[src/design/rbcm_pkg.sv]
`timescale 1ns / 1ps
// shared types and constants for the raster boundary cell marker
// no dependencies; imported by rbcm_ctrl, rbcm_judge and the core module

package rbcm_pkg;

    // default sizes
    localparam int DEF_MAX_LINE_CELLS = 1024;
    localparam int DEF_VALUE_BITS     = 32;

    // stream payload widths
    localparam int CELL_VALUE_W = 32;
    localparam int S_TDATA_W    = 40;
    localparam int S_TUSER_W    = 1;
    localparam int M_TDATA_W    = 8;

    // configuration port
    localparam int CFG_IDX_W  = 2;
    localparam int CFG_DATA_W = 16;
    localparam int CPL_W      = 11;
    localparam int LINE_W     = 16;

    localparam logic [CFG_IDX_W-1:0] CFG_CELLS_PER_LINE   = 2'd0;
    localparam logic [CFG_IDX_W-1:0] CFG_LINE_COUNT       = 2'd1;
    localparam logic [CFG_IDX_W-1:0] CFG_EIGHT_NEIGHBOURS = 2'd2;

    localparam int          CFG_CELLS_RESET = 1024;
    localparam int          CFG_LINES_RESET = 1024;
    localparam logic        CFG_EIGHT_RESET = 1'b1;

    // request kinds on s_tuser
    localparam logic REQ_CELL  = 1'b0;
    localparam logic REQ_DRAIN = 1'b1;

    typedef enum logic
    {
        OP_STEP,
        OP_END
    } op_t;

    // control of the item held in the line store stage
    typedef struct packed
    {
        logic valid;
        op_t  op;
        logic writes;
        logic first_col;
        logic second_col;
        logic line_ge1;
        logic line_ge2;
        logic single_col;
        logic eight;
    } step_ctrl_t;

endpackage

[src/design/rbcm_judge.sv]
`timescale 1ns / 1ps
// line store read-modify-write, 3x3 column window and boundary decision
// depends on rbcm_pkg; fed by rbcm_ctrl and the line store ram

module rbcm_judge
    import rbcm_pkg::*;
#(
    parameter int MAX_LINE_CELLS = DEF_MAX_LINE_CELLS,
    parameter int VALUE_BITS     = DEF_VALUE_BITS,
    localparam int AW            = $clog2(MAX_LINE_CELLS),
    localparam int MEM_W         = 2 * (VALUE_BITS + 1)
)
(
    input  logic                 clk,
    input  logic                 rst_n,
    input  step_ctrl_t           s1_ctrl,
    input  logic [AW-1:0]        s1_addr,
    input  logic [VALUE_BITS:0]  s1_cell,
    input  logic [MEM_W-1:0]     rd_data,
    output logic                 s1_ready,
    output logic                 wr_en,
    output logic [AW-1:0]        wr_addr,
    output logic [MEM_W-1:0]     wr_data,
    output logic                 m_tvalid,
    input  logic                 m_tready,
    output logic [M_TDATA_W-1:0] m_tdata,
    output logic                 m_tlast
);

    localparam int CW = VALUE_BITS + 1;

    typedef struct packed
    {
        logic                  up_na;
        logic                  mid_na;
        logic [VALUE_BITS-1:0] mid_val;
        logic                  down_na;
    } col_t;

    // returns {boundary, missing}
    function automatic logic [1:0] judge_cell(input col_t l, input col_t m,
                                              input col_t r, input logic eight);
        logic bnd;
        bnd = (r.mid_na != m.mid_na) || (r.mid_val != m.mid_val) ||
              l.mid_na || m.up_na || m.down_na;
        if (eight)
            bnd = bnd || l.up_na || l.down_na || r.up_na || r.down_na;
        if (m.mid_na)
            return 2'b01;
        return {bnd, 1'b0};
    endfunction

    col_t win_b_reg, win_c_reg;
    col_t nc, end_left, step_left;

    logic             fwd_valid_reg;
    logic [AW-1:0]    fwd_addr_reg;
    logic [MEM_W-1:0] fwd_data_reg;
    logic [MEM_W-1:0] entry;
    logic [CW-1:0]    prev_cell, cur_cell;

    logic             advance;
    logic             made;
    logic [1:0]       res;
    logic             res_last;
    logic [1:0]       end_res, step_res;
    logic             is_step;

    logic m_tvalid_reg, m_tvalid_next;
    logic m_missing_reg, m_boundary_reg, m_last_reg;

    assign advance  = s1_ctrl.valid && (!m_tvalid_reg || m_tready);
    assign s1_ready = !s1_ctrl.valid || advance;
    assign is_step  = s1_ctrl.valid && (s1_ctrl.op == OP_STEP);

    // the most recently written entry is not yet visible at the ram output
    assign entry     = (fwd_valid_reg && fwd_addr_reg == s1_addr) ? fwd_data_reg : rd_data;
    assign prev_cell = entry[MEM_W-1 -: CW];
    assign cur_cell  = entry[CW-1:0];

    always_comb
    begin
        nc.up_na   = s1_ctrl.line_ge2 ? prev_cell[CW-1] : cur_cell[CW-1];
        nc.mid_na  = cur_cell[CW-1];
        nc.mid_val = cur_cell[VALUE_BITS-1:0];
        nc.down_na = s1_ctrl.writes ? s1_cell[CW-1] : cur_cell[CW-1];
    end

    assign end_left  = s1_ctrl.single_col ? win_c_reg : win_b_reg;
    assign step_left = s1_ctrl.second_col ? win_c_reg : win_b_reg;
    assign end_res   = judge_cell(end_left, win_c_reg, win_c_reg, s1_ctrl.eight);
    assign step_res  = judge_cell(step_left, win_c_reg, nc, s1_ctrl.eight);

    always_comb
    begin
        made     = 1'b0;
        res      = end_res;
        res_last = 1'b0;
        priority if (s1_ctrl.valid && s1_ctrl.op == OP_END)
        begin
            made     = 1'b1;
            res_last = 1'b1;
        end
        else if (is_step && s1_ctrl.first_col && s1_ctrl.line_ge2)
        begin
            made = 1'b1;
        end
        else if (is_step && !s1_ctrl.first_col && s1_ctrl.line_ge1)
        begin
            made = 1'b1;
            res  = step_res;
        end
        else
        begin
            made = 1'b0;
        end
    end

    assign wr_en   = advance && is_step && s1_ctrl.writes;
    assign wr_addr = s1_addr;
    assign wr_data = {cur_cell, s1_cell};

    always_comb
    begin
        if (advance)
            m_tvalid_next = made;
        else if (m_tready)
            m_tvalid_next = 1'b0;
        else
            m_tvalid_next = m_tvalid_reg;
    end

    always_ff @(posedge clk or negedge rst_n)
    begin
        if (!rst_n)
        begin
            win_b_reg     <= '0;
            win_c_reg     <= '0;
            fwd_valid_reg <= 1'b0;
            m_tvalid_reg  <= 1'b0;
        end
        else
        begin
            m_tvalid_reg <= m_tvalid_next;
            if (advance && is_step)
            begin
                win_b_reg <= win_c_reg;
                win_c_reg <= nc;
            end
            if (wr_en)
            begin
                fwd_valid_reg <= 1'b1;
            end
        end
    end

    always_ff @(posedge clk)
    begin
        if (wr_en)
        begin
            fwd_addr_reg <= wr_addr;
            fwd_data_reg <= wr_data;
        end
        if (advance && made)
        begin
            m_missing_reg  <= res[0];
            m_boundary_reg <= res[1];
            m_last_reg     <= res_last;
        end
    end

    assign m_tvalid = m_tvalid_reg;
    assign m_tdata  = {{(M_TDATA_W - 2){1'b0}}, m_boundary_reg, m_missing_reg};
    assign m_tlast  = m_last_reg;

endmodule

[config.mk]
export PLATFORM = sky130hd
export DESIGN_NAME = rbcm_judge
export DESIGN_NICKNAME = d
export VERILOG_FILES = /design/src/design/rbcm_pkg.sv /design/src/design/rbcm_judge.sv
export SDC_FILE = /design/constraint.sdc
export NUM_CORES = 1
export LEC_CHECK = 0
export ABC_AREA = 1
export BUFFER_PORTS_ARGS = -buffer_cell sky130_fd_sc_hd__buf_2
export CAP_MARGIN = 25
export CORE_UTILIZATION = 50
export CTS_BUF_LIST = sky130_fd_sc_hd__clkbuf_16
export DETAILED_ROUTE_END_ITERATION = 16
export PLACE_DENSITY = 0.86
export SLEW_MARGIN = 10
export SYNTH_ARGS = -nofsm -noshare
export SYNTH_HDL_FRONTEND = slang
export SYNTH_SLANG_ARGS = --single-unit
[constraint.sdc]
create_clock -name clk -period 3.7 [get_ports clk]
set_input_delay 0.185 -clock clk [delete_from_list [all_inputs] [get_ports clk]]
set_output_delay 0.185 -clock clk [all_outputs]
set_load 0.02 [all_outputs]
==> metrics list <==
* Outcome: complete, no violations
- The clock passes through at most 2 buffers.
* Cell Chain, Critical Path: a21oi_1, nand3_2, nor2_4, nand2_4, nand2_1, nand2_1, nand2_1, nand2_1, nor2_1, nand3_1, nor2_1, nand3_1, nand2_1, nand2_1
- Setup violations remaining at the end of the flow were counted as 0.
* Average instance area after synthesis: 7.75 sq um
- CTS clock-pin slew for the worst setup and hold paths: 0.06 ns
- The tool flagged a number of max-cap violations equal to 0.
* Final Hold Viols: 0
- Hold is met by 0.0292 ns.
- Power spread over the standard cell area amounts to 424 nW/um^2.
- Minimum clock period after layout: 2.83 ns
- For this run the aggregate overflow at the end of global routing stands at 0.
* Slew headroom: 49.4%
- Total routing resource utilization after global routing: ~23%
- Library cells used by synthesis: 32
- The final layout contains 910 nets.
- Ys Warns: 0
* Setup repair after global routing missed its margin: no
* Critical Path Source Type: flop
- Input and output buffers added on the ports amount to 170.
* Hold Crit Depth: 1
- Highest net fanout along the worst path: 28
* Antenna diode count: 0
* Timing-limited maximum frequency: 354 MHz
- Post-Layout Inst Area: around 6000 sq um
- Pins Over Slew Limit: 0
- The library cell used most frequently in the layout, excluding fill and tap cells, is sky130_fd_sc_hd__nand2_1.
* R2R Path End: m_boundary_reg
* Final-layout setup total negative slack: 0 ns
* Gate count of the mapped netlist: 697
* Pin count of the biggest net entering global routing: just over 60
- Detailed routing inserted a total of 4485 vias.
- The share of the Yosys chip area taken by registers is 44.7%.
- From synthesis to final layout, the design area changed by 12.6%.
- 209 I/O pins were placed.
- Leading cell types in the layout, fill and taps excluded: 211 x sky130_fd_sc_hd__nand2_1, 170 x sky130_fd_sc_hd__buf_2, 100 x sky130_fd_sc_hd__inv_1, 65 x sky130_fd_sc_hd__nand3_1, 47 x sky130_fd_sc_hd__edfxtp_1
* Timing startpoint of the critical path: fwd_addr_reg[9]
- Sorting the synthesized cells by area gives the leading types as sky130_fd_sc_hd__edfxtp_1 26%, sky130_fd_sc_hd__dfrtp_1 19%, sky130_fd_sc_hd__nand2_1 15%.
* Number of search-and-repair iterations in the first detailed-routing pass: 5
- Once detail routing completed, the nets flagged for antenna violations numbered 0.
- For this design the static power due to leakage is 3.24 nW.
- Setup slack of the most critical reg-to-reg path: 0.87 ns
- CTS tree: yes
* Final weighted congestion in routability-driven placement: 0.830
- Area of the die: between 10000 and 15000 sq um
- The largest single stage delay on the critical path is 0.49 ns.
* Cell with the largest stage delay on the worst path: sky130_fd_sc_hd__nor2_4
* Number of cells on the worst reg-to-reg path: 14
- The initial antenna violation count is 0.
- The core region is approximately 10000 sq um.
* Remaining routing DRC violations: 0
- Overall routed net length: 12400 microns
- The synthesized design devotes to its leading area cell type a little over a quarter of total area.
- Worst hold path class: input pin to flop
- At the worst endpoint, the required time is 3.80 ns.
- Destination of the critical timing path: m_boundary_reg
- Source of the worst register-to-register timing path: fwd_addr_reg[9]
* Yosys reg bits: 87
- STA classifies the critical path endpoint as a flop.
- At the pin with the least slew margin, the transition time is 0.758 ns.
- Clock tree skew after final layout: 0.00732 ns
- Die Width: between 100 and 150 microns
- Critical path class: flop to flop
* Initial Util: 51.8%
* IR Drop Worst-Case VDD: roughly 0.00026 V
* Dominant cell type by count on the critical path: sky130_fd_sc_hd__nand2_1
- Average vias per placed instance: slightly below 5
- The clock net in this run drives a total of 87 sinks.
* H-tree level count: 3
- The first global-routing pass estimated 20000 microns of wire.
- For this block, the initial DRC count from the detailed router was 280.
- Detailed placement finished with a half-perimeter wire length of 9210 microns.
- CTS Buf Count: 9
- Dividing the detail-routed wire length by the instance count gives 13.3 microns.
* Arrival time at the worst endpoint: 2.93 ns
* Overall power consumption: ~0.0026 W
* Clock Tree Root: sky130_fd_sc_hd__clkbuf_16
- The post-route netlist has ~28% of its cells at a drive strength greater than 1.
- The register with the most flip-flops in the layout has 35 of them.
* Number of cell rows: 37
- The via count of the first global-routing pass came to between 4000 and 5000.
- Resized Gates After CTS: 0
- Summing every instance area after synthesis gives about 5400 sq um.
- Post-synthesis cell type with the largest combined area: sky130_fd_sc_hd__edfxtp_1
- The die is 106 microns tall.
- After layout, the worst path uses 76.4% of the clock period.
* Area after detailed placement: between 5000 and 6000 sq um
- At the later pin of the worst-skew pair, clock insertion delay measures 0.34 ns.
power by group:
group	total, W	leakage [nW]	internal (W)	switching, W
combinational	0.000511	2.19	0.000187	0.000324
sequential	0.00118	0.910	0.00112	0.0000543
clock	0.000891	0.144	0.000518	0.000373
total	0.00258	3.24	0.00183	0.000751
cell type report:
class                   instances  area, sq um
multi-input cells             409         1880
clock inverters                 7         66.3
inverters                     103          387
repair buffers                179          941
fillers                       991         4330
clock buffers                   9          225
well taps                     136          170
flip-flops and latches         87         2410
metal layers:
layer	GRT usage (%)	vias to the layer above	wire [microns]	part of all wire (%)
li1	-	2294	-	-
met1	30.2	2019	5410	44
met2	38.2	157	5900	48
met3	4.97	15	862	7.0
met4	7.44	0	206	1.7
met5	0	-	0	0
timing repair:
item | CTS | global route
buffers inserted | 0 | 0
hold endpoints to repair | 0 | 19
hold buffers | 0 | 1
worst min-delay path by stage:
stage                     start          endpoint  slack, ns
detailed placement   s1_cell[9]   fwd_data_reg[9]       0.37
global route        s1_cell[31]  fwd_data_reg[31]       0.02
CTS                 s1_cell[28]  fwd_data_reg[28]       0.02
finish              s1_cell[26]  fwd_data_reg[26]       0.03
floorplan                 rst_n     fwd_valid_reg      -0.11
global placement    s1_cell[22]  fwd_data_reg[22]       0.37
Yosys cell counts, drive strengths merged:
| cell type | number |
|---|---|
| clkbuf | 8 |
| buf | 95 |
| or2 | 1 |
| nor3 | 1 |
| a31oi | 8 |
| and2 | 1 |
| nand2 | 219 |
| nor2 | 42 |
| nand4 | 2 |
| a2111oi | 1 |
| dfrtp | 40 |
| nand3 | 74 |
| a21oi | 2 |
| o21ai | 37 |
| inv | 103 |
| edfxtp | 47 |
| conb | 1 |
| o31ai | 1 |
| nand3b | 10 |
| a311oi | 1 |
| o211ai | 3 |
logic make-up after synthesis:
family                 synth area share [%]
other                                0.0694
AO/OA/AOI/OAI                          5.56
flip-flops                             44.7
buffers and inverters                  21.1
AND/OR/NAND/NOR                        28.6
per-stage QoR:
| stage | setup slack [ns] | std cells | util (%) |
|---|---|---|---|
| 6_report | 0.874 | 930 | 58.4 |
| 2_1_floorplan | 0.721 | 702 | - |
| 4_1_cts | 0.882 | 928 | 58.0 |
| 3_5_place_dp | 0.884 | 912 | 55.2 |
| 5_1_grt | 0.566 | 930 | 58.4 |
| 3_3_place_gp | 0.923 | 912 | 55.2 |
worst max-delay path, delay by kind of cell, from the launching register on:
kind | cells | cell delay, ns
simple gates | 13 | 1.96
compound gates | 1 | 0.21
flops | 1 | 0.41
Power figures use the tool's default switching activity.
