<file path="src/design/rbcm_pkg.sv">
`timescale 1ns / 1ps
// shared types and constants for the raster boundary cell marker
// no dependencies; imported by rbcm_ctrl, rbcm_judge and the core module

package rbcm_pkg;

    // default sizes
    localparam int DEF_MAX_LINE_CELLS = 1024;
    localparam int DEF_VALUE_BITS     = 32;

    // stream payload widths
    localparam int CELL_VALUE_W = 32;
    localparam int S_TDATA_W    = 40;
    localparam int S_TUSER_W    = 1;
    localparam int M_TDATA_W    = 8;

    // configuration port
    localparam int CFG_IDX_W  = 2;
    localparam int CFG_DATA_W = 16;
    localparam int CPL_W      = 11;
    localparam int LINE_W     = 16;

    localparam logic [CFG_IDX_W-1:0] CFG_CELLS_PER_LINE   = 2'd0;
    localparam logic [CFG_IDX_W-1:0] CFG_LINE_COUNT       = 2'd1;
    localparam logic [CFG_IDX_W-1:0] CFG_EIGHT_NEIGHBOURS = 2'd2;

    localparam int          CFG_CELLS_RESET = 1024;
    localparam int          CFG_LINES_RESET = 1024;
    localparam logic        CFG_EIGHT_RESET = 1'b1;

    // request kinds on s_tuser
    localparam logic REQ_CELL  = 1'b0;
    localparam logic REQ_DRAIN = 1'b1;

    typedef enum logic
    {
        OP_STEP,
        OP_END
    } op_t;

    // control of the item held in the line store stage
    typedef struct packed
    {
        logic valid;
        op_t  op;
        logic writes;
        logic first_col;
        logic second_col;
        logic line_ge1;
        logic line_ge2;
        logic single_col;
        logic eight;
    } step_ctrl_t;

endpackage

</file>
<file path="src/design/rbcm_ctrl.sv">
`timescale 1ns / 1ps
// configuration registers, scan position counters and issue stage
// depends on rbcm_pkg; drives the line store read port and the judge stage

module rbcm_ctrl
    import rbcm_pkg::*;
#(
    parameter int MAX_LINE_CELLS = DEF_MAX_LINE_CELLS,
    parameter int VALUE_BITS     = DEF_VALUE_BITS,
    localparam int AW            = $clog2(MAX_LINE_CELLS)
)
(
    input  logic                  clk,
    input  logic                  rst_n,
    input  logic                  cfg_valid,
    output logic                  cfg_ready,
    input  logic [CFG_IDX_W-1:0]  cfg_index,
    input  logic [CFG_DATA_W-1:0] cfg_data,
    input  logic                  s_tvalid,
    output logic                  s_tready,
    input  logic [S_TDATA_W-1:0]  s_tdata,
    input  logic [S_TUSER_W-1:0]  s_tuser,
    input  logic                  s1_ready,
    output logic                  rd_en,
    output logic [AW-1:0]         rd_addr,
    output step_ctrl_t            s1_ctrl,
    output logic [AW-1:0]         s1_addr,
    output logic [VALUE_BITS:0]   s1_cell
);

    localparam int CNT_W       = $clog2(MAX_LINE_CELLS + 1);
    localparam int CELLS_RESET = (CFG_CELLS_RESET > MAX_LINE_CELLS) ?
                                 MAX_LINE_CELLS : CFG_CELLS_RESET;

    logic [CNT_W-1:0]  cells_reg;
    logic [LINE_W-1:0] lines_reg;
    logic              eight_reg;
    logic [CNT_W-1:0]  cells_eff;
    logic [LINE_W-1:0] lines_eff;
    logic [CPL_W-1:0]  cells_raw;

    logic [CNT_W-1:0]  col_pos_reg, col_pos_next;
    logic [LINE_W-1:0] line_pos_reg, line_pos_next;
    logic              drain_reg, drain_next;
    logic              inject_reg, inject_next;

    step_ctrl_t        issue;
    step_ctrl_t        s1_ctrl_reg;
    logic [AW-1:0]     s1_addr_reg;
    logic [VALUE_BITS:0] s1_cell_reg;
    logic [VALUE_BITS:0] cell_in;

    logic accept;
    logic is_drain;
    logic col_wrap;
    logic line_final;
    logic col_end;

    assign cfg_ready = 1'b1;

    // register values are stored already clamped to their usable range
    always_comb
    begin
        cells_raw = cfg_data[CPL_W-1:0];
        if (cells_raw == '0)
            cells_eff = CNT_W'(1);
        else if (32'(cells_raw) > 32'(MAX_LINE_CELLS))
            cells_eff = CNT_W'(MAX_LINE_CELLS);
        else
            cells_eff = CNT_W'(cells_raw);
        lines_eff = (cfg_data == '0) ? LINE_W'(1) : cfg_data;
    end

    always_ff @(posedge clk or negedge rst_n)
    begin
        if (!rst_n)
        begin
            cells_reg <= CNT_W'(CELLS_RESET);
            lines_reg <= LINE_W'(CFG_LINES_RESET);
            eight_reg <= CFG_EIGHT_RESET;
        end
        else if (cfg_valid && cfg_ready)
        begin
            unique case (cfg_index)
                CFG_CELLS_PER_LINE:   cells_reg <= cells_eff;
                CFG_LINE_COUNT:       lines_reg <= lines_eff;
                CFG_EIGHT_NEIGHBOURS: eight_reg <= cfg_data[0];
                default:              ;
            endcase
        end
    end

    assign s_tready = s1_ready && !inject_reg;
    assign accept   = s_tvalid && s_tready;
    assign is_drain = (s_tuser[0] == REQ_DRAIN);

    assign cell_in  = s_tdata[0] ? {1'b1, {VALUE_BITS{1'b0}}}
                                 : {1'b0, s_tdata[VALUE_BITS:1]};

    assign col_wrap   = ({1'b0, col_pos_reg} + 1'b1) >= {1'b0, cells_reg};
    assign line_final = ({1'b0, line_pos_reg} + 1'b1) >= {1'b0, lines_reg};
    assign col_end    = col_pos_reg >= cells_reg;

    always_comb
    begin
        issue            = '0;
        issue.op         = OP_STEP;
        issue.first_col  = (col_pos_reg == '0);
        issue.second_col = (col_pos_reg == CNT_W'(1));
        issue.line_ge1   = (line_pos_reg != '0);
        issue.line_ge2   = (line_pos_reg[LINE_W-1:1] != '0);
        issue.single_col = (cells_reg == CNT_W'(1));
        issue.eight      = eight_reg;

        col_pos_next  = col_pos_reg;
        line_pos_next = line_pos_reg;
        drain_next    = drain_reg;
        inject_next   = inject_reg;

        // single-line raster: column zero of the tail is loaded without a result
        priority if (s1_ready && inject_reg)
        begin
            issue.valid  = 1'b1;
            col_pos_next = col_pos_reg + 1'b1;
            inject_next  = 1'b0;
        end
        else if (accept && !is_drain && !drain_reg)
        begin
            issue.valid  = 1'b1;
            issue.writes = 1'b1;
            if (col_wrap)
            begin
                col_pos_next  = '0;
                line_pos_next = line_pos_reg + 1'b1;
                if (line_final)
                begin
                    drain_next  = 1'b1;
                    inject_next = (line_pos_reg == '0);
                end
            end
            else
            begin
                col_pos_next = col_pos_reg + 1'b1;
            end
        end
        else if (accept && is_drain && drain_reg)
        begin
            issue.valid = 1'b1;
            if (col_end)
            begin
                issue.op      = OP_END;
                col_pos_next  = '0;
                line_pos_next = '0;
                drain_next    = 1'b0;
            end
            else
            begin
                col_pos_next = col_pos_reg + 1'b1;
            end
        end
        else
        begin
            issue.valid = 1'b0;
        end
    end

    always_ff @(posedge clk or negedge rst_n)
    begin
        if (!rst_n)
        begin
            col_pos_reg  <= '0;
            line_pos_reg <= '0;
            drain_reg    <= 1'b0;
            inject_reg   <= 1'b0;
            s1_ctrl_reg  <= '0;
        end
        else
        begin
            col_pos_reg  <= col_pos_next;
            line_pos_reg <= line_pos_next;
            drain_reg    <= drain_next;
            inject_reg   <= inject_next;
            if (s1_ready)
            begin
                s1_ctrl_reg <= issue;
            end
        end
    end

    always_ff @(posedge clk)
    begin
        if (s1_ready)
        begin
            s1_addr_reg <= col_pos_reg[AW-1:0];
            s1_cell_reg <= cell_in;
        end
    end

    assign rd_en   = s1_ready;
    assign rd_addr = col_pos_reg[AW-1:0];
    assign s1_ctrl = s1_ctrl_reg;
    assign s1_addr = s1_addr_reg;
    assign s1_cell = s1_cell_reg;

endmodule

</file>
<file path="config.mk">
export PLATFORM = sky130hd
export DESIGN_NAME = rbcm_ctrl
export DESIGN_NICKNAME = d
export VERILOG_FILES = /design/src/design/rbcm_pkg.sv /design/src/design/rbcm_ctrl.sv
export SDC_FILE = /design/constraint.sdc
export NUM_CORES = 1
export LEC_CHECK = 0
export BUFFER_PORTS_ARGS = -buffer_cell sky130_fd_sc_hd__clkbuf_2
export CORE_MARGIN = 1.5
export CORE_UTILIZATION = 35
export DETAILED_ROUTE_END_ITERATION = 10
export PLACE_DENSITY_LB_ADDON = 0.08
export SLEW_MARGIN = 20
export SYNTH_ARGS = -nofsm -noshare
export SYNTH_HDL_FRONTEND = slang
export SYNTH_SLANG_ARGS = --single-unit
export TNS_END_PERCENT = 5
</file>
<file path="constraint.sdc">
create_clock -name clk -period 8.6 [get_ports clk]
set_clock_uncertainty 0.2 [all_clocks]
set_input_delay 0.43 -clock clk [delete_from_list [all_inputs] [get_ports clk]]
set_output_delay 0.43 -clock clk [all_outputs]
set_load 0.01 [all_outputs]
</file>
==> flow_summary.rst <==
.. list-table::
   :header-rows: 1

   * - Metric
     - Value
   * - Routed via count divided by cell count
     - between 4 and 5
   * - DRT iter0 DRCs
     - 166
   * - Number of max-slew violations in the final report
     - 0
   * - Detail Placement HPWL
     - roughly 9900 µm
   * - Post-synth top cells
     - sky130_fd_sc_hd__dfrtp_1 (63), sky130_fd_sc_hd__inv_1 (51), sky130_fd_sc_hd__nand2_1 (47)
   * - Number of H-tree levels
     - 3
   * - Arrival time of data at the critical path endpoint
     - around 4 ns
   * - Reported leakage power
     - 3.14 nW
   * - CTS sink count
     - 109
   * - Cells taking the most area after synthesis
     - sky130_fd_sc_hd__dfrtp_1 (27%), sky130_fd_sc_hd__edfxtp_1 (22%), sky130_fd_sc_hd__ha_1 (9.1%)
   * - Headroom to the max-slew limit
     - 30.9%
   * - Final-report setup violation count
     - 0
   * - Number of vias in the routed layout
     - ~4.3k
   * - Post-synth EDFFs
     - 43
   * - Critical Path End Type
     - flip-flop
   * - Root buf cell
     - sky130_fd_sc_hd__clkbuf_16
   * - Floorplan die width
     - around 130 µm
   * - Outcome
     - complete, no violations
   * - Final Hold Violating Endpoints
     - 0
   * - Residual DRC
     - 0
   * - CTS tree
     - done
   * - Diode insertion count for antenna repair
     - 0
   * - Clk Latency, worst-skew pair
     - 0.35 ns
   * - Net count after synthesis
     - 662
   * - Share of synthesized flip-flops with an asynchronous set or reset
     - 60.6%
   * - First-pass DRT Iterations
     - 4
   * - Yosys top cell by area
     - sky130_fd_sc_hd__dfrtp_1
   * - Worst voltage drop across the vdd grid
     - 0.111 mV
   * - Die area
     - 17600 µm²
   * - Buffers inserted during post-CTS setup optimization
     - 0
   * - Min Tclk post-route
     - a little under 4 ns
   * - Clock slew seen by the registers of the worst setup and hold paths
     - 0.07 ns
   * - Cells resized by post-CTS repair
     - 0
   * - Flops & latches, synth
     - 109
   * - Share of Yosys cell area claimed by the top area cell type
     - 26.8%
   * - Final design area excluding fillers
     - 6880 µm²
   * - Number of buffers on the longest clock path
     - 2
   * - Final-layout fill cell count
     - 1614
   * - Most common cell in the netlist
     - sky130_fd_sc_hd__dfrtp_1
   * - Total Negative Setup Slacks
     - 0 ns
   * - Antenna violations before repair
     - 0
   * - Worst Path Class, Setup
     - flip-flop to flip-flop
   * - Biggest cell delay along the critical path
     - roughly 0.87 ns
   * - Least-Margin Pin Slew
     - 1.03 ns
   * - Final core utilization
     - 41.6%
   * - Maximum number of pins on one net before global-route repair
     - 67
   * - Cells after Synth
     - 555
   * - Worst path required time
     - around 8.6 ns
   * - Path type of the worst min-delay path
     - input pin to async pin
   * - Critical Path Source Type
     - flip-flop
   * - Slowest cell on the critical path
     - sky130_fd_sc_hd__nor3_4
   * - Final Routed Wirelength
     - 13500 µm
   * - PwrDens
     - between 200 and 250 nW/µm²
   * - Max cap viols
     - 0
   * - Vias in the first global route
     - ~4.4k
   * - Maximum operating frequency
     - roughly 0.26 GHz
   * - CP Cell Sequence
     - ha_1 > and3_1 > nand3_1 > xnor2_1 > ha_1 > nand2_1 > or3_1 > o221ai_2 > a41oi_2 > nor3_4 > o221ai_2
   * - Area growth from synthesis to layout
     - 16.9%
   * - Cell Rows
     - 47
   * - Layout cell share with drive strength beyond 1
     - 26.1%
   * - First-pass GRT wire length
     - 22300 µm
   * - Fraction of the yosys area taken by sequential cells
     - 50.0%
   * - Overall routing resource usage
     - 16.0%
   * - Fin nets
     - 764
   * - Max reg flops
     - 33
   * - Synth Area per Inst
     - 10.6 µm²
   * - Die boundary height
     - 133 µm
   * - Post-synthesis instance area
     - 5890 µm²
   * - Clock buffers created by TritonCTS
     - 9
   * - Most used flip-flop cell after synthesis
     - sky130_fd_sc_hd__dfrtp_1
   * - Area of the placeable core
     - 16500 µm²
   * - Average routed wire per standard cell
     - ~15 µm
   * - Starting Density
     - 35.6%
   * - Count of hold buffers inserted by post-cts repair
     - 0
   * - Antenna Violating Nets Remaining
     - 0
   * - Top-level I/O count
     - 129
   * - Number of warnings reported in the yosys synthesis log
     - 0
   * - Distinct cell type count of the synthesized netlist
     - 58
   * - Standard cell area after detailed placement
     - 6600 µm²
   * - Buffers added on ports
     - 120
   * - Remaining global-route overflow
     - 0
   * - Global placer's final weighted congestion
     - 0.776
   * - Setup repair after global routing missed its margin
     - no
   * - Tcrit/Tclk final
     - 45.6%
   * - Maximum fanout count along the critical path
     - 20
==> cell usage in the layout (no fill, tap or decap), drive strengths merged, types with 3 or more instances in the layout <==
| master | count |
|---|---|
| a21oi | 15 |
| nor3 | 8 |
| nand2b | 9 |
| a21o | 3 |
| xor2 | 8 |
| xnor2 | 17 |
| and3 | 7 |
| clkinv | 4 |
| ha | 43 |
| mux2 | 17 |
| nand4 | 6 |
| nor4 | 10 |
| clkbuf | 129 |
| o22ai | 3 |
| nand2 | 48 |
| nor2b | 34 |
| a31oi | 3 |
| dfrtp | 63 |
| nand3 | 26 |
| dfstp | 3 |
| nor2 | 29 |
| o221ai | 8 |
| edfxtp | 43 |
| a22o | 5 |
| o21ai | 31 |
| inv | 53 |
| o211ai | 4 |
==> cell families (layout without fill, tap and decap cells) <==
family | Yosys count | in the layout | synth area share, %
AO/OA/AOI/OAI | 85 | 85 | 10.2
multiplexers | 17 | 17 | 3.25
flip-flops | 109 | 109 | 50.0
AND/OR/NAND/NOR | 191 | 191 | 16.9
XOR/XNOR | 25 | 25 | 3.72
buffers and inverters | 83 | 190 | 6.52
adder cells (fa/ha/maj) | 44 | 44 | 9.31
other | 1 | 1 | 0.0637
==> critical path: cells and delay by family (launching register included) <==
family / cells / cell delay (ns)
XOR/XNOR: 1 / 0.18
AND/OR/NAND/NOR: 5 / 1.66
adder cells (fa/ha/maj): 2 / 0.56
AO/OA/AOI/OAI: 3 / 0.62
flip-flops: 1 / 0.55
==> per-stage QoR <==
step	power (W)	setup WS [ns]	cells	hold WS (ns)
detailed placement	0.00131	4.57	866	0.272
global route	0.00183	4.31	882	0.115
global placement	0.00129	4.65	866	0.270
floorplan	0.00115	5.58	555	-0.0656
CTS	0.00172	4.62	882	0.104
finish	0.00169	4.68	882	0.0739
==> area by class of cell <==
class                   count  area, µm²  share of cell area (%)
clock buffers               9        225                    3.27
repair buffers            122        616                    8.95
well taps                 220        275                    4.00
flip-flops and latches    109       2950                    42.8
inverters                  52        195                    2.84
clock inverters             7       58.8                   0.855
multi-input cells         363       2560                    37.3
==> report_power, final <==
part	switching, W	internal (W)
registers	0.000107	0.000643
logic	0.000301	0.000240
clock network	0.000200	0.000201
==> final timing paths <==
check	from	endpoint	slack, ns	cells past startpoint
max	col_pos_reg[0]	line_pos_reg[7]	4.68	11
min reg2reg	eight_reg	eight_reg	0.28	2
min in group clk	cfg_data[11]	lines_reg[11]	0.12	2
max in group asynchronous	rst_n	col_pos_reg[8]	7.55	2
max reg2reg	col_pos_reg[0]	line_pos_reg[7]	4.68	11
min	rst_n	s1_ctrl[0]	0.07	2
==> routing by layer <==
layer | global-route usage, % | vias to the layer above | wire length [µm]
li1 | - | 2136 | -
met1 | 20.4 | 2046 | 6220
met2 | 27.1 | 111 | 6410
met3 | 2.91 | 15 | 624
met4 | 5.74 | 0 | 206
met5 | 0 | - | 0
No activity file was read; power rests on OpenSTA's default activity.
